==> src/rtl/stxdf_pkg.sv <==
// Shared types and codes for the STX/ETX packet deframer.
`default_nettype none
package stxdf_pkg;

    // Framing bytes
    localparam logic [7:0] FRAME_START = 8'h02;
    localparam logic [7:0] FRAME_END   = 8'h03;

    // Parser phase codes
    localparam logic [3:0] PH_HUNT   = 4'd0;
    localparam logic [3:0] PH_CMD    = 4'd1;
    localparam logic [3:0] PH_DIR    = 4'd2;
    localparam logic [3:0] PH_ERR    = 4'd3;
    localparam logic [3:0] PH_LEN_LO = 4'd4;
    localparam logic [3:0] PH_LEN_HI = 4'd5;
    localparam logic [3:0] PH_DATA   = 4'd6;
    localparam logic [3:0] PH_CHECK  = 4'd7;
    localparam logic [3:0] PH_END    = 4'd8;

    // Result event codes
    localparam logic [1:0] EV_NONE    = 2'd0;
    localparam logic [1:0] EV_PAYLOAD = 2'd1;
    localparam logic [1:0] EV_ACCEPT  = 2'd2;
    localparam logic [1:0] EV_REJECT  = 2'd3;

    // One result request
    typedef struct packed {
        logic [1:0]  event_res;
        logic [7:0]  payload_byte;
        logic [15:0] payload_index;
        logic [7:0]  frame_cmd;
        logic [7:0]  frame_dir;
        logic [7:0]  frame_error;
        logic [15:0] frame_length;
    } stxdf_res_t;

endpackage
`default_nettype wire

==> src/rtl/stxdf_rx_if.sv <==
// Receive byte channel: valid/ready with one serial byte.
`default_nettype none
interface stxdf_rx_if;
    logic       valid;
    logic       ready;
    logic [7:0] rx_byte;

    modport source (output valid, output rx_byte, input ready);
    modport sink   (input valid, input rx_byte, output ready);
endinterface
`default_nettype wire

==> src/rtl/stxdf_res_if.sv <==
// Result channel: valid/ready with event, payload byte and held header.
`default_nettype none
interface stxdf_res_if;
    logic        valid;
    logic        ready;
    logic [1:0]  event_res;
    logic [7:0]  payload_byte;
    logic [15:0] payload_index;
    logic [7:0]  frame_cmd;
    logic [7:0]  frame_dir;
    logic [7:0]  frame_error;
    logic [15:0] frame_length;

    modport source (output valid, output event_res, output payload_byte,
                    output payload_index, output frame_cmd, output frame_dir,
                    output frame_error, output frame_length, input ready);
    modport sink   (input valid, input event_res, input payload_byte,
                    input payload_index, input frame_cmd, input frame_dir,
                    input frame_error, input frame_length, output ready);
endinterface
`default_nettype wire

==> src/rtl/stxdf_cfg_if.sv <==
// Configuration write channel: valid/ready with the enable bit.
`default_nettype none
interface stxdf_cfg_if;
    logic valid;
    logic ready;
    logic enable;

    modport source (output valid, output enable, input ready);
    modport sink   (input valid, input enable, output ready);
endinterface
`default_nettype wire

==> src/rtl/stxdf_parser.sv <==
// Frame parser: phase, checksum and header state plus per-byte result logic.
`default_nettype none
module stxdf_parser (
    input  wire logic                  clk,
    input  wire logic                  rst_n,
    input  wire logic                  step,
    input  wire logic                  enable,
    input  wire logic [7:0]            rx_byte,
    output stxdf_pkg::stxdf_res_t      result
);
    import stxdf_pkg::*;

    logic [3:0]  phase_reg,   phase_next;
    logic [7:0]  xor_reg,     xor_next;
    logic [7:0]  check_reg,   check_next;
    logic [15:0] count_reg,   count_next;
    logic [15:0] length_reg,  length_next;
    logic [7:0]  cmd_reg,     cmd_next;
    logic [7:0]  dir_reg,     dir_next;
    logic [7:0]  error_reg,   error_next;
    logic [15:0] count_inc;
    logic [15:0] length_hi;
    logic [1:0]  event_next;
    logic [7:0]  pbyte_next;
    logic [15:0] pindex_next;

    assign count_inc = count_reg + 16'd1;
    assign length_hi = length_reg | {rx_byte, 8'h00};

    // Next state and result for the byte at the input register
    always_comb
    begin
        phase_next  = phase_reg;
        xor_next    = xor_reg;
        check_next  = check_reg;
        count_next  = count_reg;
        length_next = length_reg;
        cmd_next    = cmd_reg;
        dir_next    = dir_reg;
        error_next  = error_reg;
        event_next  = EV_NONE;
        pbyte_next  = 8'h00;
        pindex_next = 16'h0000;
        if (enable)
        begin
            unique case (phase_reg)
                PH_CMD:
                begin
                    cmd_next   = rx_byte;
                    xor_next   = xor_reg ^ rx_byte;
                    phase_next = PH_DIR;
                end
                PH_DIR:
                begin
                    dir_next   = rx_byte;
                    xor_next   = xor_reg ^ rx_byte;
                    phase_next = PH_ERR;
                end
                PH_ERR:
                begin
                    error_next = rx_byte;
                    xor_next   = xor_reg ^ rx_byte;
                    phase_next = PH_LEN_LO;
                end
                PH_LEN_LO:
                begin
                    length_next = {8'h00, rx_byte};
                    xor_next    = xor_reg ^ rx_byte;
                    phase_next  = PH_LEN_HI;
                end
                PH_LEN_HI:
                begin
                    length_next = length_hi;
                    xor_next    = xor_reg ^ rx_byte;
                    if (length_hi != 16'h0000)
                    begin
                        count_next = 16'h0000;
                        phase_next = PH_DATA;
                    end
                    else
                    begin
                        phase_next = PH_CHECK;
                    end
                end
                PH_DATA:
                begin
                    event_next  = EV_PAYLOAD;
                    pbyte_next  = rx_byte;
                    pindex_next = count_reg;
                    xor_next    = xor_reg ^ rx_byte;
                    count_next  = count_inc;
                    if (count_inc == length_reg)
                    begin
                        phase_next = PH_CHECK;
                    end
                end
                PH_CHECK:
                begin
                    check_next = rx_byte;
                    phase_next = PH_END;
                end
                PH_END:
                begin
                    if (rx_byte == FRAME_END && xor_reg == check_reg)
                    begin
                        event_next = EV_ACCEPT;
                    end
                    else
                    begin
                        event_next = EV_REJECT;
                    end
                    phase_next = PH_HUNT;
                end
                default:
                begin
                    // hunting for start (unused codes hunt too)
                    if (rx_byte == FRAME_START)
                    begin
                        xor_next   = 8'h00;
                        phase_next = PH_CMD;
                    end
                    else
                    begin
                        phase_next = PH_HUNT;
                    end
                end
            endcase
        end
    end

    // Result shows header fields after this byte
    assign result = '{event_res:     event_next,
                      payload_byte:  pbyte_next,
                      payload_index: pindex_next,
                      frame_cmd:     cmd_next,
                      frame_dir:     dir_next,
                      frame_error:   error_next,
                      frame_length:  length_next};

    // Parser state
    always_ff @(posedge clk or negedge rst_n)
    begin
        if (!rst_n)
        begin
            phase_reg  <= PH_HUNT;
            xor_reg    <= 8'h00;
            check_reg  <= 8'h00;
            count_reg  <= 16'h0000;
            length_reg <= 16'h0000;
            cmd_reg    <= 8'h00;
            dir_reg    <= 8'h00;
            error_reg  <= 8'h00;
        end
        else if (step)
        begin
            phase_reg  <= phase_next;
            xor_reg    <= xor_next;
            check_reg  <= check_next;
            count_reg  <= count_next;
            length_reg <= length_next;
            cmd_reg    <= cmd_next;
            dir_reg    <= dir_next;
            error_reg  <= error_next;
        end
    end

endmodule
`default_nettype wire

==> src/rtl/stxdf_out_reg.sv <==
// Result register stage driving the result channel.
`default_nettype none
module stxdf_out_reg (
    input  wire logic                  clk,
    input  wire logic                  rst_n,
    input  wire logic                  load,
    input  wire stxdf_pkg::stxdf_res_t data_in,
    output logic                       free,
    output logic                       valid,
    input  wire logic                  ready,
    output stxdf_pkg::stxdf_res_t      data_out
);
    import stxdf_pkg::*;

    logic       valid_reg;
    stxdf_res_t data_reg;

    // Stage can take a new result when empty or being drained
    assign free     = !valid_reg || ready;
    assign valid    = valid_reg;
    assign data_out = data_reg;

    always_ff @(posedge clk or negedge rst_n)
    begin
        if (!rst_n)
        begin
            valid_reg <= 1'b0;
        end
        else if (load)
        begin
            valid_reg <= 1'b1;
        end
        else if (ready)
        begin
            valid_reg <= 1'b0;
        end
    end

    always_ff @(posedge clk)
    begin
        if (load)
        begin
            data_reg <= data_in;
        end
    end

endmodule
`default_nettype wire

==> src/rtl/stx_etx_xor_packet_deframer.sv <==
// Top level of the STX/ETX packet deframer with XOR checksum.
`default_nettype none
// Parses STX(0x02) cmd dir err len_lo len_hi payload xor ETX(0x03) frames,
// one received byte per request. Every accepted byte yields exactly one
// result: 0 nothing, 1 payload byte (with its index), 2 frame accepted,
// 3 frame rejected (bad ETX or checksum); the held header fields ride along
// on every result. Each byte passes through the input register, then the parser
// and result register; a new byte is taken every cycle while the result side
// keeps up. With enable clear, bytes are consumed and yield event 0.
module stx_etx_xor_packet_deframer (
    input  wire logic  clk,
    input  wire logic  rst_n,
    stxdf_cfg_if.sink  cfg,
    stxdf_rx_if.sink   rx,
    stxdf_res_if.source res
);
    import stxdf_pkg::*;

    logic       enable_reg;
    logic       in_valid_reg;
    logic [7:0] in_byte_reg;
    logic       out_free;
    logic       step;
    logic       out_valid;
    stxdf_res_t result;
    stxdf_res_t out_data;

    // Configuration register
    assign cfg.ready = 1'b1;

    always_ff @(posedge clk or negedge rst_n)
    begin
        if (!rst_n)
        begin
            enable_reg <= 1'b0;
        end
        else if (cfg.valid)
        begin
            enable_reg <= cfg.enable;
        end
    end

    // Input register
    assign step     = in_valid_reg && out_free;
    assign rx.ready = !in_valid_reg || step;

    always_ff @(posedge clk or negedge rst_n)
    begin
        if (!rst_n)
        begin
            in_valid_reg <= 1'b0;
        end
        else if (rx.ready)
        begin
            in_valid_reg <= rx.valid;
        end
    end

    always_ff @(posedge clk)
    begin
        if (rx.valid && rx.ready)
        begin
            in_byte_reg <= rx.rx_byte;
        end
    end

    stxdf_parser u_parser (
        .clk     (clk),
        .rst_n   (rst_n),
        .step    (step),
        .enable  (enable_reg),
        .rx_byte (in_byte_reg),
        .result  (result)
    );

    stxdf_out_reg u_out (
        .clk      (clk),
        .rst_n    (rst_n),
        .load     (step),
        .data_in  (result),
        .free     (out_free),
        .valid    (out_valid),
        .ready    (res.ready),
        .data_out (out_data)
    );

    // Result channel
    assign res.valid         = out_valid;
    assign res.event_res     = out_data.event_res;
    assign res.payload_byte  = out_data.payload_byte;
    assign res.payload_index = out_data.payload_index;
    assign res.frame_cmd     = out_data.frame_cmd;
    assign res.frame_dir     = out_data.frame_dir;
    assign res.frame_error   = out_data.frame_error;
    assign res.frame_length  = out_data.frame_length;

`ifndef SYNTHESIS
    // A byte in the input register moves on whenever the result stage is empty
    a_step_when_free: assert property (@(posedge clk) disable iff (!rst_n)
        (in_valid_reg && !out_valid) |-> step)
        else $error("input byte stalled with empty result stage");

    // Every parser step produces a pending result
    a_step_gives_result: assert property (@(posedge clk) disable iff (!rst_n)
        step |=> out_valid)
        else $error("parser step without result");

    // Disabled parser reports nothing
    a_disabled_quiet: assert property (@(posedge clk) disable iff (!rst_n)
        (step && !enable_reg) |=> (res.event_res == EV_NONE))
        else $error("event reported while disabled");
`endif

endmodule
`default_nettype wire
==> src/flat_wrapper.sv <==
// flat-port wrapper written by rule: the top's interface ports become plain ports
module stx_etx_xor_packet_deframer_flat import stxdf_pkg::*;
  (clk, rst_n, cfg_valid, cfg_enable, cfg_ready, rx_valid, rx_rx_byte, rx_ready, res_valid, res_event_res, res_payload_byte, res_payload_index, res_frame_cmd, res_frame_dir, res_frame_error, res_frame_length, res_ready);
  stxdf_cfg_if cfg_i ();
  stxdf_rx_if rx_i ();
  stxdf_res_if res_i ();
  input  wire logic clk;
  input  wire logic rst_n;
  input wire logic [$bits(cfg_i.valid)-1:0] cfg_valid;
  input wire logic [$bits(cfg_i.enable)-1:0] cfg_enable;
  output wire logic [$bits(cfg_i.ready)-1:0] cfg_ready;
  input wire logic [$bits(rx_i.valid)-1:0] rx_valid;
  input wire logic [$bits(rx_i.rx_byte)-1:0] rx_rx_byte;
  output wire logic [$bits(rx_i.ready)-1:0] rx_ready;
  output wire logic [$bits(res_i.valid)-1:0] res_valid;
  output wire logic [$bits(res_i.event_res)-1:0] res_event_res;
  output wire logic [$bits(res_i.payload_byte)-1:0] res_payload_byte;
  output wire logic [$bits(res_i.payload_index)-1:0] res_payload_index;
  output wire logic [$bits(res_i.frame_cmd)-1:0] res_frame_cmd;
  output wire logic [$bits(res_i.frame_dir)-1:0] res_frame_dir;
  output wire logic [$bits(res_i.frame_error)-1:0] res_frame_error;
  output wire logic [$bits(res_i.frame_length)-1:0] res_frame_length;
  input wire logic [$bits(res_i.ready)-1:0] res_ready;
  assign cfg_i.valid = cfg_valid;
  assign cfg_i.enable = cfg_enable;
  assign cfg_ready = cfg_i.ready;
  assign rx_i.valid = rx_valid;
  assign rx_i.rx_byte = rx_rx_byte;
  assign rx_ready = rx_i.ready;
  assign res_valid = res_i.valid;
  assign res_event_res = res_i.event_res;
  assign res_payload_byte = res_i.payload_byte;
  assign res_payload_index = res_i.payload_index;
  assign res_frame_cmd = res_i.frame_cmd;
  assign res_frame_dir = res_i.frame_dir;
  assign res_frame_error = res_i.frame_error;
  assign res_frame_length = res_i.frame_length;
  assign res_i.ready = res_ready;
  stx_etx_xor_packet_deframer u_core (.clk(clk), .rst_n(rst_n), .cfg(cfg_i), .rx(rx_i), .res(res_i));
endmodule
==> config.mk <==
export PLATFORM = sky130hd
export DESIGN_NAME = stx_etx_xor_packet_deframer_flat
export DESIGN_NICKNAME = d
export VERILOG_FILES = /design/src/rtl/stxdf_pkg.sv /design/src/rtl/stxdf_rx_if.sv /design/src/rtl/stxdf_res_if.sv /design/src/rtl/stxdf_cfg_if.sv /design/src/rtl/stxdf_parser.sv /design/src/rtl/stxdf_out_reg.sv /design/src/rtl/stx_etx_xor_packet_deframer.sv /design/src/flat_wrapper.sv
export SDC_FILE = /design/constraint.sdc
export NUM_CORES = 1
export LEC_CHECK = 0
export BUFFER_PORTS_ARGS = -buffer_cell sky130_fd_sc_hd__buf_2
export CORE_MARGIN = 2
export CORE_UTILIZATION = 50
export DETAILED_ROUTE_END_ITERATION = 8
export GPL_ROUTABILITY_DRIVEN = 0
export PLACE_DENSITY = 0.7
export SLEW_MARGIN = 20
export SYNTH_ARGS = -nofsm -noshare
export SYNTH_HDL_FRONTEND = slang
export SYNTH_SLANG_ARGS = --single-unit
==> constraint.sdc <==
create_clock -name clk -period 8.75 [get_ports clk]
set_input_delay 0 -clock clk [delete_from_list [all_inputs] [get_ports clk]]
set_output_delay 0 -clock clk [all_outputs]
set_load 0.05 [all_outputs]
== After elaboration in Yosys (flattened, before gate mapping) ==
Cells that the tools add are included.

* Flip-flop bits (word level): 153
* Bits of input ports: 14
* Output and inout port bits: 69

* Add/sub/neg operators: 1
* Eq/ne operators: 14
* Mux-type cells: 20
* Bitwise operators: 3
* Reduce and logical (&&, ||, !) cells: 18

{| class="wikitable"
|+ Operators with widths
! cell !! number
|-
| 16-bit one-hot mux with 2 select lines || 2
|-
| 8-bit two-way mux || 7
|-
| 16-bit two-way mux || 2
|-
| 4-bit one-hot mux with 8 select lines || 1
|-
| 16-bit by 1-bit adder with 16-bit output (second input constant) || 1
|-
| 16-bit equality test || 1
|-
| 4-bit by 3-bit equality test with 1-bit output (second input constant) || 4
|-
| 8-bit by 2-bit equality test with 1-bit output (second input constant) || 2
|-
| 16-bit OR || 1
|-
| 8-bit one-hot mux with 2 select lines || 1
|-
| 16-bit nonzero test || 1
|-
| 4-bit by 2-bit equality test with 1-bit output (second input constant) || 2
|-
| 8-bit equality test || 1
|-
| 4-bit AND reduction || 2
|-
| 8-bit bitwise XOR || 1
|-
| 3-bit AND reduction || 2
|-
| 2-bit nonzero test || 3
|-
| 6-bit OR reduction || 1
|-
| 1-bit two-way mux || 5
|-
| 4-bit by 1-bit equality test with 1-bit output (second input constant) || 1
|-
| 4-bit equality test (second input constant) || 1
|-
| 4-bit two-way mux || 1
|-
| 2-bit != test (second input constant) || 2
|-
| 2-bit one-hot mux with 2 select lines || 1
|-
| 6 further kinds || 10
|}

== Logic depth before layout (Yosys ltp) ==
Gate-level depths: netlist (run 1).

* Word-level depth: 5
* Depth in mapped cells: 10

== Hierarchy ==
From an unflattened synthesis (run 1), not the netlist that was laid out.

* Cell total of the unflattened synthesis: 562
* Area, all modules: 7,021.7 µm²

{| class="wikitable"
|+ Modules (own cells, without submodules)
! module !! times used !! cells an instance !! area each (µm²) !! sequential area each (µm²)
|-
| stxdf_parser || 1 || 476 || 4,640.7 || 1,901.8
|-
| stxdf_out_reg || 1 || 69 || 2,029.4 || 2,006.9
|-
| stx_etx_xor_packet_deframer || 1 || 17 || 351.6 || 290.3
|}

== Least setup slack after synthesis (run 1) ==
No wires, ideal clock.

* Path kind: register -> register
* Start: reg u_core.u_out.valid_reg, in the netlist u_core.u_out.valid
* End: reg u_core.u_out.data_reg, in the netlist u_core.u_out.data_out[0], enable pin
* Library setup time: 0.456 ns
* Data arrival time: 3.551 ns
* Path slack: 4.743 ns
* Cell stages (with the launch flop): 7
* Buffers on the path: 3
* Period minus slack after synthesis: 4.007 ns
* Cells stage by stage: dfrtp_1 -> nand2b_1 -> nand2_1 -> inv_1 -> clkbuf_1 -> clkbuf_1 -> buf_1

* Cells in the longest elaborated chain, start to end: 3

{| class="wikitable"
|+ Ends and longest elaborated chain
! element !! line !! RTL
|-
| start, declared || stxdf_out_reg.sv:15 || <nowiki>logic valid_reg;</nowiki>
|-
| start signal, assigned || stxdf_out_reg.sv:27 || <nowiki>valid_reg <= 1'b0;</nowiki>
|-
| start signal, assigned || stxdf_out_reg.sv:31 || <nowiki>valid_reg <= 1'b1;</nowiki>
|-
| start signal, assigned || stxdf_out_reg.sv:35 || <nowiki>valid_reg <= 1'b0;</nowiki>
|-
| 1-bit zero test || stxdf_out_reg.sv:19 || <nowiki>assign free = !valid_reg || ready;</nowiki>
|-
| 1-bit logical OR || stxdf_out_reg.sv:19 ||
|-
| 1-bit logical AND || stx_etx_xor_packet_deframer.sv:44 || <nowiki>assign step = in_valid_reg && out_free;</nowiki>
|-
| via u_core.step || stx_etx_xor_packet_deframer.sv:23 || <nowiki>logic step;</nowiki>
|-
| end signal, assigned || stxdf_out_reg.sv:43 || <nowiki>data_reg <= data_in;</nowiki>
|-
| end, declared || stxdf_out_reg.sv:16 || <nowiki>stxdf_res_t data_reg;</nowiki>
|}

The timed path passes the listed nets, and every way through them passes these cells.
A chain may end at the register's enable or synchronous reset.

== Final worst setup path (run 1) ==
* Start: reg u_core.u_out.valid_reg, in the netlist u_core.u_out.valid
* End: reg u_core.u_parser.count_reg[4]

* Cells in the longest elaborated chain, start to end: 4

{| class="wikitable"
|+ Ends and longest elaborated chain
! element !! line !! RTL
|-
| 1-bit zero test || stxdf_out_reg.sv:19 ||
|-
| 1-bit logical OR || stxdf_out_reg.sv:19 ||
|-
| 1-bit logical AND || stx_etx_xor_packet_deframer.sv:44 ||
|-
| 4-bit AND reduction (no line) || n/a ||
|-
| end signal, assigned || stxdf_parser.sv:159 || <nowiki>count_reg <= count_next;</nowiki>
|-
| end, declared || stxdf_parser.sv:16 || <nowiki>logic [15:0] count_reg, count_next;</nowiki>
|}

No other way between the ends.

==> flow_summary_export.csv, run 1 <==
group,metric,value,unit
status,status,"finished, final reports clean",
timing,fin_ws,4.65,ns
timing,skew,0.00685,ns
finish,area_delta_synth_final,18.6,%
worst_setup_path,r2r-start,"u_core.u_out.valid",
finish,nets,728,
yosys,ys_seq_elements,153,
route,route.detailed.drc,0,
yosys,synth_nets,645,
finish,drive_gt1_share,22.5,%
yosys,synthTopCellsByArea,"edfxtp_1 (32%), dfrtp_1 (28%), nand2_1 (8.1%), mux2_2 (6.3%), xor2_1 (2.9%)",
route,wirelength,15.3,mm
job,drv_cap,0,
yosys,synth-edff-count,74,
route,wl_per_cell,16.9,microns
cts,clkSlewWorstSetupHoldPaths,0.06,ns
timing,worst_pin_slew,1.03,ns
global_routing,grt_max_degree,80,
power_and_ir_drop,p_per_area,313,nW/um^2
global_routing,grt_pass1_wl,24.4,mm
placed_design,place.detailed.hpwl,10.0,mm
power_and_ir_drop,p_leak,3.66,nW
route,vias,5044,
cts,htreeDepth,4,
floorplan,initial_utilization,50.7,%
worst_setup_path,worstPathRequired,9.08,ns
yosys,ys_types,53,
route,antenna_left,0,
worst_setup_path,r2r-end,"u_core.u_parser.count_reg[4]",
placed_design,post-place-ws,4.35,ns
placed_design,port_buffers,81,
yosys,synth_flop_cell,"dfrtp_1",
global_routing,grt_overflow_total,0,
worst_setup_path,crit_arrival,4.43,ns
worst_setup_path,r2r_cells,10,
finish,largest_reg_flops,66,
timing,grt_setup_unrepaired,"false",
timing,setup_violations,0,
yosys,seq_area_frac_synth,60.3,%
cts,numCtsBuffers,17,
route,drt_iter0_markers,336,
cts,cts_tree,"yes",
placed_design,dp_cells,860,
finish,n_antenna_cell,0,
yosys,synth_area,6960,sq um
floorplan,die-area,14900,sq um
route,dr.pass1.iters,5,
cts,clock-sinks,153,
worst_setup_path,crit_fanout,66,
timing,max_slew_margin,31.1,%
floorplan,rows,43,
timing,fmax,0.244,GHz
yosys,syn_avg_cell_area,11.0,sq um
timing,finalHoldViolCount,0,
yosys,synth_top_area_share,31.9,%
worst_setup_path,critical_path.startpoint_type,"register",
global_routing,grt_pass1_vias,4834,
worst_setup_path,startpoint,"u_core.u_out.valid",
floorplan,io_pins,83,
cts,clk_path_buf_depth,2,
power_and_ir_drop,ir_worst_vdd,0.149,mV
floorplan,fp.dieH,122,microns
worst_setup_path,critPathKind,"reg2reg",
cts,cts_resized,0,
worst_setup_path,endpoint_kind,"register",
worst_setup_path,ff2ff_setup_slack,4.65,ns
power_and_ir_drop,finalPower,0.00258,W
yosys,yosys.area.top_type,"edfxtp_1",
timing,finalCritPeriodShare,46.8,%
global_routing,antenna_found_initial,0,
timing,final-max-slew-violation-count,0,
finish,instances_no_fill,906,
global_routing,grtUsageTotal,21.7,%
timing,tns,0,ns
yosys,async_flop_share,51.6,%
cts,clockRootBuffer,"clkbuf_16",
yosys,synth_warnings,0,
route,drt-vias-per-instance,5.57,
timing,min_period,4.10,ns
floorplan,core_area,13700,sq um
yosys,syn_inst,630,
floorplan,die_w,122,microns
worst_hold_path,hp-class,"in2async",
cts,insertion_delay,0.43,ns
cts,cts_setup_buffers,0,
==> area by class of cell <==
cell class | count | area, sq um
multi-input combinational | 437 | 2590
tap | 180 | 225
clock inverter | 13 | 201
clock buffer | 19 | 433
sequential | 153 | 4200
fill | 1100 | 5470
inverter | 6 | 23.8
timing repair buffer | 98 | 574
==> cells by family after synthesis <==
family	synth area share (%)
muxes	6.31
buffers and inverters	2.48
other	0.0539
AOI/OAI and AO/OA	7.87
adders and majority gates	0.180
and+or+nand+nor	18.5
DFF	60.3
xor gates and xnor gates	4.26
==> layer usage <==
layer  wire (microns)  GRT usage, %
met5                0             0
met4              376          9.55
met3              992          4.96
met2             7540          35.0
met1             6430          28.2
==> worst max-delay path, cell delays in order, from the launching register on <==
cell	delay, ns
dfrtp_1	0.37
nand2b_1	0.08
nand2_1	0.65
clkinv_2	0.73
buf_4	0.58
nand2_1	0.38
nor3_1	0.08
buf_4	0.19
a31oi_2	0.60
o21ai_0	0.22
o31ai_1	0.10
==> cells in the final DEF (no fill, tap or decap), drive strengths merged, types with 4 or more instances in the layout <==
master and instances:
clkinv 8, edfxtp 74, clkbuf 19, inv 4, nor2b 4, dfrtp 79, nand3 10, nor2 31
o211ai 4, dlygate4sd3 14, bufinv 5, nand4 6, xor2 24, and2 27, a21oi 21, o21ai 32
nor4 8, o31ai 12, a31oi 4, xnor2 9, mux2 39, nand2b 9, nand2 150, and3 7
nor3 12, buf 84
==> power breakdown <==
part / switching, W / total, W / internal (W)
registers: 0.000152 / 0.00109 / 0.000938
clock network: 0.000282 / 0.000786 / 0.000503
logic: 0.000468 / 0.000704 / 0.000236
==> cells in the mapped netlist (all sizes together) (2+ instances only) <==
library cell / number
nand3b: 3
o21ai: 32
edfxtp: 74
and2: 27
dfrtp: 79
nor2b: 4
or4: 2
a211oi: 2
nor3b: 3
a21o: 2
o211ai: 4
xor2: 24
o2111ai: 2
a21oi: 21
nor4: 8
clkbuf: 22
a31oi: 4
buf: 12
and3: 7
nor2: 31
nand2b: 9
o31ai: 12
nor3: 12
inv: 5
nand3: 10
nand2: 150
xnor2: 9
nand4: 6
mux2: 39
==> worst max-delay path by stage <==
stage                                               end  slack [ns]  cells past startpoint
after floorplan                u_core.u_out.data_out[0]        4.74                      6
after global placement    u_core.u_parser.count_reg[11]        4.57                     10
after detailed placement  u_core.u_parser.count_reg[11]        4.35                     10
after CTS                 u_core.u_parser.count_reg[11]        4.29                     10
after global routing       u_core.u_parser.count_reg[2]        4.17                     10
final                      u_core.u_parser.count_reg[4]        4.65                     10
==> stage by stage <==
step | area (sq um) | utilization (%) | hold WS (ns)
3_5_place_dp | 7470 | 54.4 | 0.179
2_1_floorplan | 6960 | - | -0.296
5_1_grt | 8250 | 60.1 | 0.265
3_3_place_gp | 7470 | 54.4 | 0.179
6_report | 8250 | 60.1 | 0.174
4_1_cts | 8240 | 60.1 | 0.260
==> repair_timing <==
item / in CTS / in global routing
hold endpoints to repair: 90 / 0
hold buffers: 14 / 0
setup endpoints to repair: 0 / 0
(Power assumes the default switching activity.)
==> run 2, diff against run 1 <==
--- a/config.mk
+++ b/config.mk
@@ -10,7 +10,7 @@
 export CORE_UTILIZATION = 50
 export DETAILED_ROUTE_END_ITERATION = 8
 export GPL_ROUTABILITY_DRIVEN = 0
-export PLACE_DENSITY = 0.7
+export PLACE_DENSITY = 0.73
 export SLEW_MARGIN = 20
 export SYNTH_ARGS = -nofsm -noshare
 export SYNTH_HDL_FRONTEND = slang
==> constraint.sdc (replaced) <==
create_clock -name clk -period 3.3 [get_ports clk]
set_input_delay 0 -clock clk [delete_from_list [all_inputs] [get_ports clk]]
set_output_delay 0 -clock clk [all_outputs]
set_load 0.05 [all_outputs]
==> run 2 against run 1 <==
Clock power up 110%. Fmax up 56%. Total power up 150%. Critical path depth down 2. Flip-flop and latch count unchanged. Core utilization down 0.61 points. Register-to-register slack worse by 4.0 ns.
==> flow_summary_export.csv, run 2 (synthesis gave the netlist of run 1 again) <==
group,metric,value,unit
route,wirelength,15.3,mm
cts,clockRootBuffer,"clkbuf_16",
cts,clkSlewWorstSetupHoldPaths,0.06,ns
global_routing,antenna_found_initial,0,
worst_setup_path,critPathKind,"reg2reg",
worst_setup_path,critical_path.startpoint_type,"register",
route,antenna_left,0,
floorplan,fp.dieH,122,microns
cts,cts_resized,0,
cts,clk_path_buf_depth,2,
worst_hold_path,hp-class,"in2async",
global_routing,grt_pass1_vias,4944,
floorplan,die_w,122,microns
timing,min_period,2.63,ns
placed_design,place.detailed.hpwl,10.2,mm
floorplan,initial_utilization,50.7,%
finish,fin_area,8170,sq um
cts,htreeDepth,4,
status,status,"finished, final reports clean",
global_routing,grt_pass1_wl,24.8,mm
finish,layout_common_cells,"nand2_1 (150), buf_2 (80), dfrtp_1 (79)",
placed_design,port_buffers,81,
job,drv_cap,0,
route,drt_iter0_markers,403,
global_routing,grt_overflow_total,0,
timing,final-max-slew-violation-count,0,
worst_setup_path,worstPathRequired,3.65,ns
timing,worst_pin_slew,0.877,ns
route,route.detailed.drc,0,
floorplan,core_area,13700,sq um
timing,fmax,0.380,GHz
power_and_ir_drop,p_leak,3.63,nW
cts,numCtsBuffers,17,
worst_setup_path,crit_arrival,2.98,ns
timing,setup_violations,0,
timing,max_slew_margin,41.5,%
finish,drive_gt1_share,22.6,%
finish,mostFrequentLayoutCell,"nand2_1",
floorplan,io_pins,83,
power_and_ir_drop,ir_worst_vdd,0.473,mV
cts,clock-sinks,153,
worst_setup_path,endpoint_kind,"register",
global_routing,grtUsageTotal,22.0,%
worst_setup_path,crit_fanout,9,
cts,insertion_delay,0.42,ns
floorplan,die-area,14900,sq um
timing,grt_setup_unrepaired,"false",
timing,finalHoldViolCount,0,
route,vias,5032,
route,wl_per_cell,16.8,microns
cts,cts_setup_buffers,0,
finish,n_antenna_cell,0,
timing,tns,0,ns
timing,finalCritPeriodShare,79.8,%
finish,nets,735,
floorplan,rows,43,
placed_design,placed_area,7520,sq um
power_and_ir_drop,p_per_area,788,nW/um^2
timing,skew,0.00661,ns
finish,area_delta_synth_final,17.3,%
route,drt-vias-per-instance,5.51,
cts,cts_tree,"yes",
route,dr.pass1.iters,5,
finish,largest_reg_flops,66,
global_routing,grt_max_degree,80,
## run 2: changes by cell type in the layout (fill, tap and decap cells not counted)
cell        change
buf_4           +7
bufinv_16       -5
clkinv_4        -1
clkbuf_1        +4
clkinvlp_4      +1
a31oi_2         -1
clkinv_2        +2
clkinv_1        -1
a31oi_1         +1
## run 2: critical path: stages (launching register included)
cell and delay, ns:
dfrtp_1 0.50, ha_1 0.30, nand3_1 0.19, nor3_4 0.34
a21oi_1 0.11, a2111oi_2 0.34, o211ai_1 0.14, or4_1 0.50
a21oi_1 0.15
## run 2: final cells by class
class                      instances  area (sq um)
clock buffer                      23           448
clock inverter                     9          56.3
fill                            1110          5550
inverter                           6          23.8
multi-input combinational        437          2590
sequential                       153          4200
tap                              180           225
timing repair buffer             105           627
## run 2: worst paths after layout
check | cells past startpoint | end | slack [ns] | start
setup reg to reg | 8 | u_core.u_parser.phase_reg[0] | 0.67 | u_core.u_parser.count_reg[0]
hold / removal | 2 | u_core.u_parser.count_reg[6] | 0.19 | rst_n
max in group asynchronous | 2 | u_core.u_parser.cmd_reg[0] | 2.61 | rst_n
min in group clk | 2 | u_core.in_byte_reg[0] | 0.28 | rx_rx_byte[0]
setup / recovery | 8 | u_core.u_parser.phase_reg[0] | 0.67 | u_core.u_parser.count_reg[0]
hold reg to reg | 2 | u_core.u_parser.cmd_reg[5] | 0.47 | u_core.u_parser.cmd_reg[5]
## run 2: metrics by stage
| step | cells | setup WS [ns] | utilization [%] | total power (W) | hold WS (ns) |
|---|---|---|---|---|---|
| 2_1_floorplan | 630 | 0.237 | - | 0.00427 | -0.296 |
| 3_3_place_gp | 867 | 0.838 | 54.8 | 0.00470 | 0.177 |
| 3_5_place_dp | 867 | 0.745 | 54.8 | 0.00477 | 0.178 |
| 4_1_cts | 913 | 0.726 | 59.5 | 0.00646 | 0.264 |
| 5_1_grt | 913 | 0.483 | 59.5 | 0.00677 | 0.263 |
| 6_report | 913 | 0.665 | 59.5 | 0.00644 | 0.192 |
## run 2: power breakdown
part           total (W)  leakage [nW]  internal (W)  switching, W
registers        0.00288          1.78       0.00249      0.000397
clock network    0.00167         0.241      0.000952      0.000715
logic            0.00189          1.61      0.000633       0.00125
## run 2: what timing repair did
item,CTS,global route
hold endpoints to repair,90,0
hold buffers,14,0
setup endpoints to repair,0,0
## run 2: layer usage
| metal | part of all wire (%) | vias up | GRT usage (%) |
|---|---|---|---|
| li1 | - | 2376 | - |
| met2 | 49 | 219 | 35.1 |
| met5 | 0 | - | 0 |
| met1 | 42 | 2397 | 28.8 |
| met3 | 6.7 | 40 | 5.24 |
| met4 | 2.7 | 0 | 9.70 |
